==> config.mk <==
export PLATFORM = sky130hd
export DESIGN_NAME = at_command_line_recognizer
export DESIGN_NICKNAME = d
export VERILOG_FILES = /design/src/atcl_pkg.sv /design/src/at_command_line_recognizer.sv /design/src/atcl_ram.sv
export SDC_FILE = /design/constraint.sdc
export NUM_CORES = 1
export LEC_CHECK = 0
export ABC_AREA = 1
export BUFFER_PORTS_ARGS = -buffer_cell sky130_fd_sc_hd__clkbuf_2
export CAP_MARGIN = 40
export CELL_PAD_IN_SITES_DETAIL_PLACEMENT = 0
export CELL_PAD_IN_SITES_GLOBAL_PLACEMENT = 1
export CORE_ASPECT_RATIO = 1.5
export CORE_MARGIN = 2
export CORE_UTILIZATION = 45
export DETAILED_ROUTE_END_ITERATION = 10
export PLACE_DENSITY_LB_ADDON = 0.1
export SYNTH_ARGS = -nofsm -noshare
export SYNTH_HDL_FRONTEND = slang
export SYNTH_SLANG_ARGS = --single-unit
==> constraint.sdc <==
create_clock -name clk -period 3.3 [get_ports clk]
set_input_delay 0.66 -clock clk [delete_from_list [all_inputs] [get_ports clk]]
set_output_delay 0.66 -clock clk [all_outputs]
set_load 0.01 [all_outputs]
==> src/atcl_pkg.sv <==
`timescale 1ns / 1ps
// ----------------------------------------------------------------------------
// atcl_pkg
// shared types, character codes and the command pattern table
// ----------------------------------------------------------------------------
package atcl_pkg;

  typedef enum logic [1:0] {
    ST_IDLE,
    ST_SCAN,
    ST_DECIDE,
    ST_EMIT
  } state_t;

  typedef enum logic [1:0] {
    OP_PRINT,
    OP_BS,
    OP_CR
  } op_t;

  localparam logic [7:0] CHAR_BS    = 8'd8;
  localparam logic [7:0] CHAR_LF    = 8'd10;
  localparam logic [7:0] CHAR_CR    = 8'd13;
  localparam logic [7:0] CHAR_SPACE = 8'd32;
  localparam logic [7:0] CHAR_DEL   = 8'd127;
  localparam logic [6:0] CHAR_UC_A  = 7'd65;
  localparam logic [6:0] CHAR_UC_Z  = 7'd90;
  localparam logic [6:0] CASE_DIFF  = 7'd32;

  localparam logic KIND_ECHO = 1'b0;
  localparam logic KIND_CMD  = 1'b1;

  localparam logic [4:0] CMD_EMPTY   = 5'd0;
  localparam logic [4:0] CMD_ATE0    = 5'd1;
  localparam logic [4:0] CMD_ATE1    = 5'd10;
  localparam logic [4:0] CMD_UNKNOWN = 5'd16;

  localparam logic [1:0] STEP_FIRST = 2'd0;
  localparam logic [1:0] STEP_MID   = 2'd1;
  localparam logic [1:0] STEP_LAST  = 2'd2;

  localparam int NUM_PAT    = 15;
  localparam int PAT_MAXLEN = 14;
  localparam int PAT_BITS   = PAT_MAXLEN * 8;

  // text right-justified, first character in the highest used byte
  localparam logic [PAT_BITS-1:0] PAT_STR [NUM_PAT] = '{
    PAT_BITS'("ate0"),
    PAT_BITS'("at"),
    PAT_BITS'("atd"),
    PAT_BITS'("at+cwjap="),
    PAT_BITS'("at+rfpower="),
    PAT_BITS'("ath"),
    PAT_BITS'("at+locale="),
    PAT_BITS'("at+time?"),
    PAT_BITS'("at+wget"),
    PAT_BITS'("ate1"),
    PAT_BITS'("+++"),
    PAT_BITS'("at+msxrc2014"),
    PAT_BITS'("at+freememory?"),
    PAT_BITS'("at+reset"),
    PAT_BITS'("at+baud=")
  };

  localparam logic [3:0] PAT_LEN [NUM_PAT] = '{
    4'd4, 4'd2, 4'd3, 4'd9, 4'd11, 4'd3, 4'd10, 4'd8,
    4'd7, 4'd4, 4'd3, 4'd12, 4'd14, 4'd8, 4'd8
  };

  // bit k set: pattern k matches as a prefix
  localparam logic [NUM_PAT-1:0] PAT_PREFIX = 15'b100_0001_0101_1100;

  function automatic logic [6:0] pat_char(input int k, input logic [3:0] i);
    logic [PAT_BITS-1:0] s;
    int                  pos;
    s   = PAT_STR[k];
    pos = int'(PAT_LEN[k]) - 1 - int'(i);
    if (pos < 0) begin
      return 7'd0;
    end
    return s[pos*8 +: 7];
  endfunction

  function automatic logic [6:0] fold_lower(input logic [6:0] c);
    if (c >= CHAR_UC_A && c <= CHAR_UC_Z) begin
      return c + CASE_DIFF;
    end
    return c;
  endfunction

endpackage

==> src/at_command_line_recognizer.sv <==
`timescale 1ns / 1ps
// ----------------------------------------------------------------------------
// at_command_line_recognizer
// line editor with echo; on carriage return the stored line is compared
// against the command table one character per cycle
// ----------------------------------------------------------------------------
//  channel  | ports                                        | direction
//  ---------+----------------------------------------------+----------
//  in       | in_valid, in_ready, in_byte                  | sink
//  out      | out_valid, out_ready, out_kind, out_byte,    | source
//           | out_command, out_last                        |
//
//  printable byte: one echo transaction when echo is on and the line is not full
//  backspace: three echo transactions when echo is on
//  carriage return: the first min(length,14) characters are compared, the line is
//  decided, then up to three result transactions
//  reset clears length, echo (to on) and control; the line memory is not cleared
//  a stalled output holds the sequencer; in_ready only in the idle state
module at_command_line_recognizer #(
  parameter int LINE_MAX = 64
) (
  input  logic       clk,
  input  logic       rst_n,
  input  logic       in_valid,
  output logic       in_ready,
  input  logic [7:0] in_byte,
  output logic       out_valid,
  input  logic       out_ready,
  output logic       out_kind,
  output logic [7:0] out_byte,
  output logic [4:0] out_command,
  output logic       out_last
);

  localparam int AW = $clog2(LINE_MAX);
  localparam int LW = $clog2(LINE_MAX + 1);
  localparam int NP = atcl_pkg::NUM_PAT;

  atcl_pkg::state_t state_r, state_nxt;
  atcl_pkg::op_t    op_r, op_nxt;

  logic [LW-1:0] len_r, len_nxt;
  logic          echo_r, echo_nxt;
  logic [7:0]    byte_r, byte_nxt;
  logic [1:0]    step_r, step_nxt;
  logic [3:0]    idx_r, idx_nxt;
  logic [3:0]    cmp_i_r, cmp_i_nxt;
  logic          cmp_v_r, cmp_v_nxt;
  logic [NP-1:0] alive_r, alive_nxt;
  logic [4:0]    code_r, code_nxt;

  logic          out_valid_r, out_valid_nxt;
  logic          out_kind_r, out_kind_nxt;
  logic [7:0]    out_byte_r, out_byte_nxt;
  logic [4:0]    out_command_r, out_command_nxt;
  logic          out_last_r, out_last_nxt;

  logic          in_fire;
  logic          is_cr, is_bs, is_print, line_full;
  logic [3:0]    scan_n;
  logic          issue, scan_done, emit_fire;
  logic          ram_we;
  logic [6:0]    ram_rdata, ch;
  logic [NP-1:0] match;
  logic [4:0]    code_dec;

  atcl_ram #(
    .WIDTH (7),
    .DEPTH (LINE_MAX)
  ) u_line_ram (
    .clk   (clk),
    .we    (ram_we),
    .waddr (len_r[AW-1:0]),
    .wdata (in_byte[6:0]),
    .raddr (AW'(idx_r)),
    .rdata (ram_rdata)
  );

  assign in_ready  = (state_r == atcl_pkg::ST_IDLE);
  assign in_fire   = in_valid && in_ready;
  assign is_cr     = (in_byte == atcl_pkg::CHAR_CR);
  assign is_bs     = (in_byte == atcl_pkg::CHAR_BS);
  assign is_print  = (in_byte >= atcl_pkg::CHAR_SPACE) && (in_byte < atcl_pkg::CHAR_DEL);
  assign line_full = (len_r == LW'(LINE_MAX));
  assign scan_n    = (len_r < LW'(atcl_pkg::PAT_MAXLEN)) ? len_r[3:0]
                                                         : 4'(atcl_pkg::PAT_MAXLEN);
  assign issue     = (state_r == atcl_pkg::ST_SCAN) && (idx_r < scan_n);
  assign scan_done = (state_r == atcl_pkg::ST_SCAN) && !issue && !cmp_v_r;
  assign emit_fire = (state_r == atcl_pkg::ST_EMIT) && (!out_valid_r || out_ready);
  assign ch        = atcl_pkg::fold_lower(ram_rdata);

  // next state
  always_comb begin
    state_nxt = state_r;
    unique case (state_r)
      atcl_pkg::ST_IDLE: begin
        if (in_fire) begin
          priority if (is_cr) begin
            state_nxt = atcl_pkg::ST_SCAN;
          end else if (is_bs && echo_r) begin
            state_nxt = atcl_pkg::ST_EMIT;
          end else if (is_print && !line_full && echo_r) begin
            state_nxt = atcl_pkg::ST_EMIT;
          end else begin
            state_nxt = atcl_pkg::ST_IDLE;
          end
        end
      end
      atcl_pkg::ST_SCAN: begin
        if (scan_done) begin
          state_nxt = atcl_pkg::ST_DECIDE;
        end
      end
      atcl_pkg::ST_DECIDE: begin
        state_nxt = atcl_pkg::ST_EMIT;
      end
      atcl_pkg::ST_EMIT: begin
        if (emit_fire && step_r == atcl_pkg::STEP_LAST) begin
          state_nxt = atcl_pkg::ST_IDLE;
        end
      end
      default: state_nxt = atcl_pkg::ST_IDLE;
    endcase
  end

  // pattern match decision
  always_comb begin
    code_dec = atcl_pkg::CMD_UNKNOWN;
    for (int k = 0; k < NP; k++) begin
      if (atcl_pkg::PAT_PREFIX[k]) begin
        match[k] = alive_r[k] && (len_r >= LW'(atcl_pkg::PAT_LEN[k]));
      end else begin
        match[k] = alive_r[k] && (len_r == LW'(atcl_pkg::PAT_LEN[k]));
      end
    end
    for (int k = NP - 1; k >= 0; k--) begin
      if (match[k]) begin
        code_dec = 5'(k + 1);
      end
    end
    if (len_r == '0) begin
      code_dec = atcl_pkg::CMD_EMPTY;
    end
  end

  // sequencer outputs and datapath
  always_comb begin
    op_nxt          = op_r;
    len_nxt         = len_r;
    echo_nxt        = echo_r;
    byte_nxt        = byte_r;
    step_nxt        = step_r;
    idx_nxt         = idx_r;
    cmp_i_nxt       = cmp_i_r;
    cmp_v_nxt       = 1'b0;
    alive_nxt       = alive_r;
    code_nxt        = code_r;
    ram_we          = 1'b0;
    out_kind_nxt    = out_kind_r;
    out_byte_nxt    = out_byte_r;
    out_command_nxt = out_command_r;
    out_last_nxt    = out_last_r;
    out_valid_nxt   = out_ready ? 1'b0 : out_valid_r;

    unique case (state_r)
      atcl_pkg::ST_IDLE: begin
        if (in_fire) begin
          byte_nxt = in_byte;
          if (is_cr) begin
            op_nxt    = atcl_pkg::OP_CR;
            idx_nxt   = '0;
            alive_nxt = '1;
          end else if (is_bs) begin
            op_nxt   = atcl_pkg::OP_BS;
            step_nxt = atcl_pkg::STEP_FIRST;
            if (len_r != '0) begin
              len_nxt = len_r - LW'(1);
            end
          end else if (is_print && !line_full) begin
            op_nxt   = atcl_pkg::OP_PRINT;
            step_nxt = atcl_pkg::STEP_LAST;
            ram_we   = 1'b1;
            len_nxt  = len_r + LW'(1);
          end
        end
      end
      atcl_pkg::ST_SCAN: begin
        if (issue) begin
          idx_nxt   = idx_r + 4'd1;
          cmp_i_nxt = idx_r;
          cmp_v_nxt = 1'b1;
        end
        if (cmp_v_r) begin
          for (int k = 0; k < NP; k++) begin
            if (cmp_i_r < atcl_pkg::PAT_LEN[k] && ch != atcl_pkg::pat_char(k, cmp_i_r)) begin
              alive_nxt[k] = 1'b0;
            end
          end
        end
      end
      atcl_pkg::ST_DECIDE: begin
        code_nxt = code_dec;
        len_nxt  = '0;
        step_nxt = echo_r ? atcl_pkg::STEP_FIRST : atcl_pkg::STEP_LAST;
        if (code_dec == atcl_pkg::CMD_ATE0) begin
          echo_nxt = 1'b0;
        end else if (code_dec == atcl_pkg::CMD_ATE1) begin
          echo_nxt = 1'b1;
        end
      end
      atcl_pkg::ST_EMIT: begin
        if (emit_fire) begin
          out_valid_nxt   = 1'b1;
          out_kind_nxt    = atcl_pkg::KIND_ECHO;
          out_command_nxt = atcl_pkg::CMD_EMPTY;
          out_last_nxt    = (step_r == atcl_pkg::STEP_LAST);
          step_nxt        = step_r + 2'd1;
          unique case (op_r)
            atcl_pkg::OP_PRINT: out_byte_nxt = byte_r;
            atcl_pkg::OP_BS: begin
              out_byte_nxt = (step_r == atcl_pkg::STEP_MID) ? atcl_pkg::CHAR_SPACE
                                                            : atcl_pkg::CHAR_BS;
            end
            atcl_pkg::OP_CR: begin
              priority case (step_r)
                atcl_pkg::STEP_FIRST: out_byte_nxt = atcl_pkg::CHAR_CR;
                atcl_pkg::STEP_MID:   out_byte_nxt = atcl_pkg::CHAR_LF;
                default: begin
                  out_byte_nxt    = 8'd0;
                  out_kind_nxt    = atcl_pkg::KIND_CMD;
                  out_command_nxt = code_r;
                end
              endcase
            end
            default: out_byte_nxt = byte_r;
          endcase
        end
      end
      default: ;
    endcase
  end

  always_ff @(posedge clk) begin
    if (!rst_n) begin
      state_r     <= atcl_pkg::ST_IDLE;
      op_r        <= atcl_pkg::OP_CR;
      len_r       <= '0;
      echo_r      <= 1'b1;
      step_r      <= atcl_pkg::STEP_FIRST;
      cmp_v_r     <= 1'b0;
      out_valid_r <= 1'b0;
    end else begin
      state_r     <= state_nxt;
      op_r        <= op_nxt;
      len_r       <= len_nxt;
      echo_r      <= echo_nxt;
      step_r      <= step_nxt;
      cmp_v_r     <= cmp_v_nxt;
      out_valid_r <= out_valid_nxt;
    end
  end

  always_ff @(posedge clk) begin
    byte_r        <= byte_nxt;
    idx_r         <= idx_nxt;
    cmp_i_r       <= cmp_i_nxt;
    alive_r       <= alive_nxt;
    code_r        <= code_nxt;
    out_kind_r    <= out_kind_nxt;
    out_byte_r    <= out_byte_nxt;
    out_command_r <= out_command_nxt;
    out_last_r    <= out_last_nxt;
  end

  assign out_valid   = out_valid_r;
  assign out_kind    = out_kind_r;
  assign out_byte    = out_byte_r;
  assign out_command = out_command_r;
  assign out_last    = out_last_r;

  a_len_bound: assert property (@(posedge clk) disable iff (!rst_n)
    len_r <= LW'(LINE_MAX))
    else $error("line length beyond capacity");

  a_cmd_is_last: assert property (@(posedge clk) disable iff (!rst_n)
    out_valid_r && out_kind_r == atcl_pkg::KIND_CMD |-> out_last_r)
    else $error("command result not marked last");

  a_cr_clears: assert property (@(posedge clk) disable iff (!rst_n)
    state_r == atcl_pkg::ST_DECIDE |=> len_r == '0 && state_r == atcl_pkg::ST_EMIT)
    else $error("line not cleared after decision");

  a_ate0_echo: assert property (@(posedge clk) disable iff (!rst_n)
    state_r == atcl_pkg::ST_DECIDE && code_dec == atcl_pkg::CMD_ATE0 |=> !echo_r)
    else $error("echo not switched off");

endmodule

==> src/atcl_ram.sv <==
`timescale 1ns / 1ps
// ----------------------------------------------------------------------------
// atcl_ram
// generic single-write, single-read memory with registered read data
// ----------------------------------------------------------------------------
module atcl_ram #(
  parameter int WIDTH = 7,
  parameter int DEPTH = 64
) (
  input  logic                     clk,
  input  logic                     we,
  input  logic [$clog2(DEPTH)-1:0] waddr,
  input  logic [WIDTH-1:0]         wdata,
  input  logic [$clog2(DEPTH)-1:0] raddr,
  output logic [WIDTH-1:0]         rdata
);

  logic [WIDTH-1:0] mem [DEPTH];
  logic [WIDTH-1:0] rdata_r;

  always_ff @(posedge clk) begin
    if (we) begin
      mem[waddr] <= wdata;
    end
    rdata_r <= mem[raddr];
  end

  assign rdata = rdata_r;

endmodule

==> run metrics, run 1 <==
status finished clean; startpoint types flip-flop; Most used DFF post-synth edfxtp_1; nets@finish 1419; CP required 3.44 ns; Critical Path Sink Type flip-flop; Ys Warns 0; cell count after synthesis 1308; Final Setup Violations 0; Max transition margin 56.37%; via-per-instance ratio 5.402; TritonCTS Buffers 17; Die Ht 197.1 um; Hold Fails Final Rpt 0; Reg clk slew, reported paths 0.07 ns; Leak Pwr 5.302 nW; Max Cap Viol 0; DR DRC count 0; Synth Net Count 1360; DIE WIDTH 132.7 um; f_max 0.3376 GHz; number of synthesized register bits 186; Setup Buffers After CTS 0; commonest non-fill, non-tap cells in the layout nand2_1 (291), edfxtp_1 (163), inv_1 (132); syn_area_per_cell 8.549 um2; Initial Util 45.76%; clock sinks 186; min Tclk post-route 2.962 ns; Power Density 654.8 mW/mm2; number of DRC markers in iteration 0 665; share of synthesized registers carrying an async set or reset 0%; Area Growth Syn to Fin 12.39%; largest net degree at the start of global routing 86; data arrival time of the critical path 3.11 ns; grt ovf 0; RePlAce Congestion 0.9257; # rows 70; ant diodes 0; Via Count 9205; fin crit share 89.76%; reg2reg path depth 9; Clock Path Buffers 2; ratio of cells with drive above 1 in the final layout 12.17%; post-route setup TNS 0 ns; WL/cell 19.38 um; Slew @ Worst Pin 0.6544 ns; RSZ-0062 raised after global routing no; CTS tree done; CTS root buf clkbuf_16; die area 0.02615 mm2; DRT antenna net count 0; Clock Latency Late Sink 0.43 ns; IO Count 29; Min Hold Slack 0.4162 ns; number of synthesized flops with an enable pin 163; gr usage total 26.23%; Clock Skew 0.009248 ns; first-pass GRT wire length 51760 um; fin. max-slew vios 0; critical path class flip-flop to flip-flop; post-CTS sizing 0; H-tree depth 4; WL final 33020 um; DPL Wire Length 23560 um; WHS Path Cells 1; cts hold-fix bufs 0; IO Port Bufs 28; Seq/Total Area, Yosys 47.89%; initial antenna violation count 0; vias in the first global route 9159; First-pass DRT Iterations 5; Yosys cell types 53; Min-Delay Path Class input port to flip-flop; leading cell type in the layout, fill and taps excluded nand2_1; Peak VDD IR 416.8 uV; Cell Area, Synth 0.01118 mm2; core outline area 0.02444 mm2; crit path max fanout 10
[routing by layer]
| metal | track usage, % | up-vias | part of all wire (%) |
|---|---|---|---|
| li1 | - | 4567 | - |
| met1 | 30.22 | 4355 | 40 |
| met2 | 48.42 | 223 | 53 |
| met3 | 4.003 | 60 | 4.2 |
| met4 | 10.55 | 0 | 3.4 |
| met5 | 0 | - | 0 |
[final cells by class]
type	instances	area, um2
Fill cell	2322	11870
Sequential cell	186	5355
Multi-Input combinational cell	923	5021
Timing Repair Buffer	92	633.1
Inverter	147	554.3
Clock buffer	18	439.2
Tap cell	324	405.4
Clock inverter	14	158.9
[per-stage QoR]
stage	worst slack, ns	cells	power [mW]	area [um2]	utilization (%)
6_report	0.3378	1704	8.229	12570	51.43
5_1_grt	0.1129	1704	8.764	12570	51.43
4_1_cts	0.4294	1704	8.269	12570	51.43
3_5_place_dp	0.3721	1672	6.203	11970	48.98
3_3_place_gp	0.3891	1671	6.196	11960	48.95
2_1_floorplan	0.6532	1308	5.191	11180	-
[power by group]
| group | total (mW) | internal (mW) | switching (mW) |
|---|---|---|---|
| sequential | 3.03 | 2.84 | 0.189 |
| clock | 2.06 | 1.15 | 0.907 |
| combinational | 3.13 | 1.00 | 2.13 |
[path summary, 6_finish.rpt]
check / start / to / slack [ns]
max: len_r[0] / u_line_ram.mem[14][2] / 0.34
min: in_byte[7] / byte_r[7] / 0.42
max reg2reg: len_r[0] / u_line_ram.mem[14][2] / 0.34
min reg2reg: op_r[0] / op_r[0] / 0.50
[sequential cells by signal, summed over array words and instances (netlist names)]
name / cells
u_line_ram.mem: 112
alive_r: 15
byte_r: 8
out_byte: 8
len_r: 7
u_line_ram.rdata: 7
code_r: 5
out_command: 5
cmp_i_r: 4
idx_r: 4
op_r: 2
state_r: 2
step_r: 2
cmp_v_r: 1
echo_r: 1
out_kind: 1
out_last: 1
out_valid: 1
[Yosys cell counts (all sizes together), types with 2 or more instances]
| cell type | n | area share [%] |
|---|---|---|
| nand3 | 111 | 5.2 |
| a211oi | 6 | 0.40 |
| and2 | 2 | 0.11 |
| o22ai | 4 | 0.22 |
| o21ai | 101 | 4.7 |
| buf | 29 | 1.5 |
| nand4 | 19 | 1.1 |
| nor3 | 16 | 0.81 |
| nor2 | 116 | 4.0 |
| a21oi | 82 | 3.7 |
| o31ai | 2 | 0.13 |
| ha | 39 | 4.4 |
| o211ai | 36 | 2.4 |
| dfxtp | 23 | 4.1 |
| nand2 | 295 | 10 |
| xnor2 | 4 | 0.31 |
| inv | 144 | 4.9 |
| or2 | 7 | 0.39 |
| a31oi | 5 | 0.28 |
| a22oi | 2 | 0.18 |
| clkbuf | 23 | 0.77 |
| clkinv | 3 | 0.10 |
| nand3b | 4 | 0.38 |
| mux2i | 28 | 2.5 |
| edfxtp | 163 | 44 |
| xor2 | 34 | 2.8 |
[cells by family (layout without fill, tap and decap cells)]
family                     count (synthesis)  after routing  synth area share (%)
and+or+nand+nor                          573            573                 22.21
DFF                                      186            186                 47.89
adders and majority gates                 40             40                 4.543
muxes                                     28             28                 2.506
buffers and inverters                    199            271                 7.206
AOI/OAI and AO/OA                        244            244                 12.53
xor gates and xnor gates                  38             38                 3.111
[critical path, cell delays in order, from the launching register on]
cell and delay (ns):
dfxtp_1 0.62, inv_1 0.23, nand2_1 0.14, nor2_2 0.08
nand3_1 0.19, nand4_1 0.25, nor2_1 0.35, nand4_1 0.38
nor3_1 0.24, buf_4 0.19
No activity file was read; power rests on OpenSTA's default activity.
==> inputs of run 2 (changes only) <==
Settings changed: CELL_PAD_IN_SITES_GLOBAL_PLACEMENT 1 to 2, CORE_UTILIZATION 45 to 40.
==> run metrics, run 2 (same netlist as run 1, synthesis figures left out) <==
Critical Path Sink Type flip-flop; Clock Skew 0.009899 ns (+0.0006507 ns); IO Port Bufs 28 (unchanged); DPL Wire Length 24820 um (+5.3%); RSZ-0062 raised after global routing no; largest registers u_line_ram.mem: 112 flops, alive_r: 15 flops; number of DRC markers in iteration 0 534 (-20%); nets@finish 1415 (-0.28%); fin crit share 90.97% (+1.2 points); Clock Path Buffers 2 (unchanged); R2R Path Start len_r[1]; Hold Fails Final Rpt 0 (unchanged); min Tclk post-route 3.002 ns (+0.03976 ns); DR DRC count 0 (unchanged); IO Count 29 (unchanged); DIE WIDTH 140.5 um (+5.9%); Comb power frac 38.6% (+0.5 points); CTS root buf clkbuf_16; gr usage total 23.38% (-2.9 points); initial antenna violation count 0 (unchanged); Reg clk slew, reported paths 0.07 ns (about the same); HP Start in_byte[7]; RePlAce Congestion 0.8813 (-4.8%); CP Cell Sequence inv_1 > nand2_1 > nor2_2 > nand3_1 > nand4_1 > nor2_1 > nand2_1 > nor2_1; Power Density 647.1 mW/mm2 (-1.2%); switch share 39.76% (+0.50 points); Peak VDD IR 403.2 uV (-3.3%); startpoint types flip-flop; WL final 33630 um (+1.9%); CTS tree done; H-tree depth 4 (unchanged); Die Ht 208.8 um (+5.9%); Placed Cells incl. Taps 1690 (+1.1%); core outline area 0.02778 mm2 (+14%); switching power 3.221 mW (-0.28%); crit path max fanout 11 (+1); Clk network pwr share 24.1% (-0.9 points); Area Growth Syn to Fin 11.97%; TritonCTS Buffers 17 (unchanged); sequential power share 37.3% (+0.4 points); status finished clean; Initial Util 40.26% (-5.5 points); DRT antenna net count 0 (unchanged); max FFs per register 112 (unchanged); Slew @ Worst Pin 0.7374 ns (+0.08304 ns); slowest stage cell, crit path nor2_1; cts hold-fix bufs 0 (unchanged); grt ovf 0 (unchanged); cell internal pwr 4.881 mW (-2.4%); ratio of cells with drive above 1 in the final layout 11.70% (-0.47 points); Crit path max-delay family simple AND/OR/NAND/NOR gates; fin. max-slew vios 0 (unchanged); data arrival time of the critical path 3.08 ns (-0.03 ns); critical path startpoint len_r[1]; Min-Delay Path Class input port to flip-flop; commonest non-fill, non-tap cells in the layout nand2_1 (291), edfxtp_1 (163), inv_1 (132); ant diodes 0 (unchanged); critical path class flip-flop to flip-flop; f_max 0.3331 GHz (-1.3%); final non-filler cell total 1722 (+1.1%); Placement Cell Area 0.01197 mm2 (about the same); Final Setup Violations 0 (unchanged); Finished Cell Area 0.01252 mm2 (-0.37%); leading cell type in the layout, fill and taps excluded nand2_1; clock sinks 186 (unchanged); Setup Buffers After CTS 0 (unchanged); Reg with most FFs u_line_ram.mem; first-pass GRT wire length 51750 um (about the same); vias in the first global route 9110 (-0.53%); CP peak stage delay 0.60 ns (-0.02 ns); Max transition margin 50.78% (-5.6 points); post-CTS sizing 0 (unchanged); Max Cap Viol 0 (unchanged); Clock Latency Late Sink 0.44 ns (about the same); Buf/Inv on CP 1 (-1); First-pass DRT Iterations 5 (unchanged); via-per-instance ratio 5.312 (-1.7%); die area 0.02934 mm2 (+12%); largest net degree at the start of global routing 79 (-8.1%); CP required 3.37 ns (-0.07 ns); Via Count 9147 (-0.63%); Leak Pwr 5.265 nW (-0.71%); post-route setup TNS 0 ns (unchanged); # rows 75 (+7.1%); WL/cell 19.53 um (+0.80%)
[run 2: cell types whose count changed in the layout (fill, tap and decap cells not counted), sizes merged]
cell	change
buf	-4
bufinv	-1
clkbuf	+2
clkinv	+2
clkinvlp	-1
inv	-2
[run 2: power groups by stage]
stage | sequential (mW) | clock [mW] | combinational (mW)
6_report | 3.02 | 1.95 | 3.13
5_1_grt | 3.04 | 2.07 | 3.49
4_1_cts | 3.02 | 2.00 | 3.16
3_5_place_dp | 3.07 | 0 | 3.14
3_3_place_gp | 3.07 | 0 | 3.15
2_1_floorplan | 3.00 | 0 | 2.20
[run 2: final timing paths]
kind                                        endpoint  cells after the start  slack, ns
worst max-delay path            u_line_ram.mem[3][1]                      8       0.30
worst min-delay path                       byte_r[7]                      1       0.41
worst max register to register  u_line_ram.mem[3][1]                      8       0.30
worst min register to register               op_r[1]                      2       0.48
[run 2: metal layers]
layer / routed length [um] / up-vias / share of wire, % / GRT usage [%]
li1: - / 4563 / - / -
met1: 13120 / 4347 / 39 / 25.56
met3: 795 / 57 / 2.4 / 2.727
met5: 0 / - / 0 / 0
met2: 18450 / 180 / 55 / 44.86
met4: 1263 / 0 / 3.8 / 10.28
[run 2: layout make-up]
| cell class | count | area (um2) |
|---|---|---|
| sequential | 186 | 5355 |
| timing repair buffer | 88 | 603.1 |
| clock inverter | 12 | 117.6 |
| fill | 2800 | 15260 |
| tap | 346 | 432.9 |
| inverter | 147 | 554.3 |
| multi-input combinational | 923 | 5021 |
| clock buffer | 20 | 436.7 |
[run 2: per-stage QoR]
| step | util, % | hold WS [ns] | setup slack [ns] | total power, mW |
|---|---|---|---|---|
| floorplan | - | 0.4546 | 0.6532 | 5.191 |
| detailed placement | 43.08 | 0.4755 | 0.1126 | 6.212 |
| CTS | 45.08 | 0.3884 | 0.2556 | 8.175 |
| finish | 45.08 | 0.4110 | 0.2981 | 8.102 |
| global route | 45.08 | 0.4008 | 0.09222 | 8.604 |
| global placement | 43.05 | 0.4737 | 0.1142 | 6.214 |
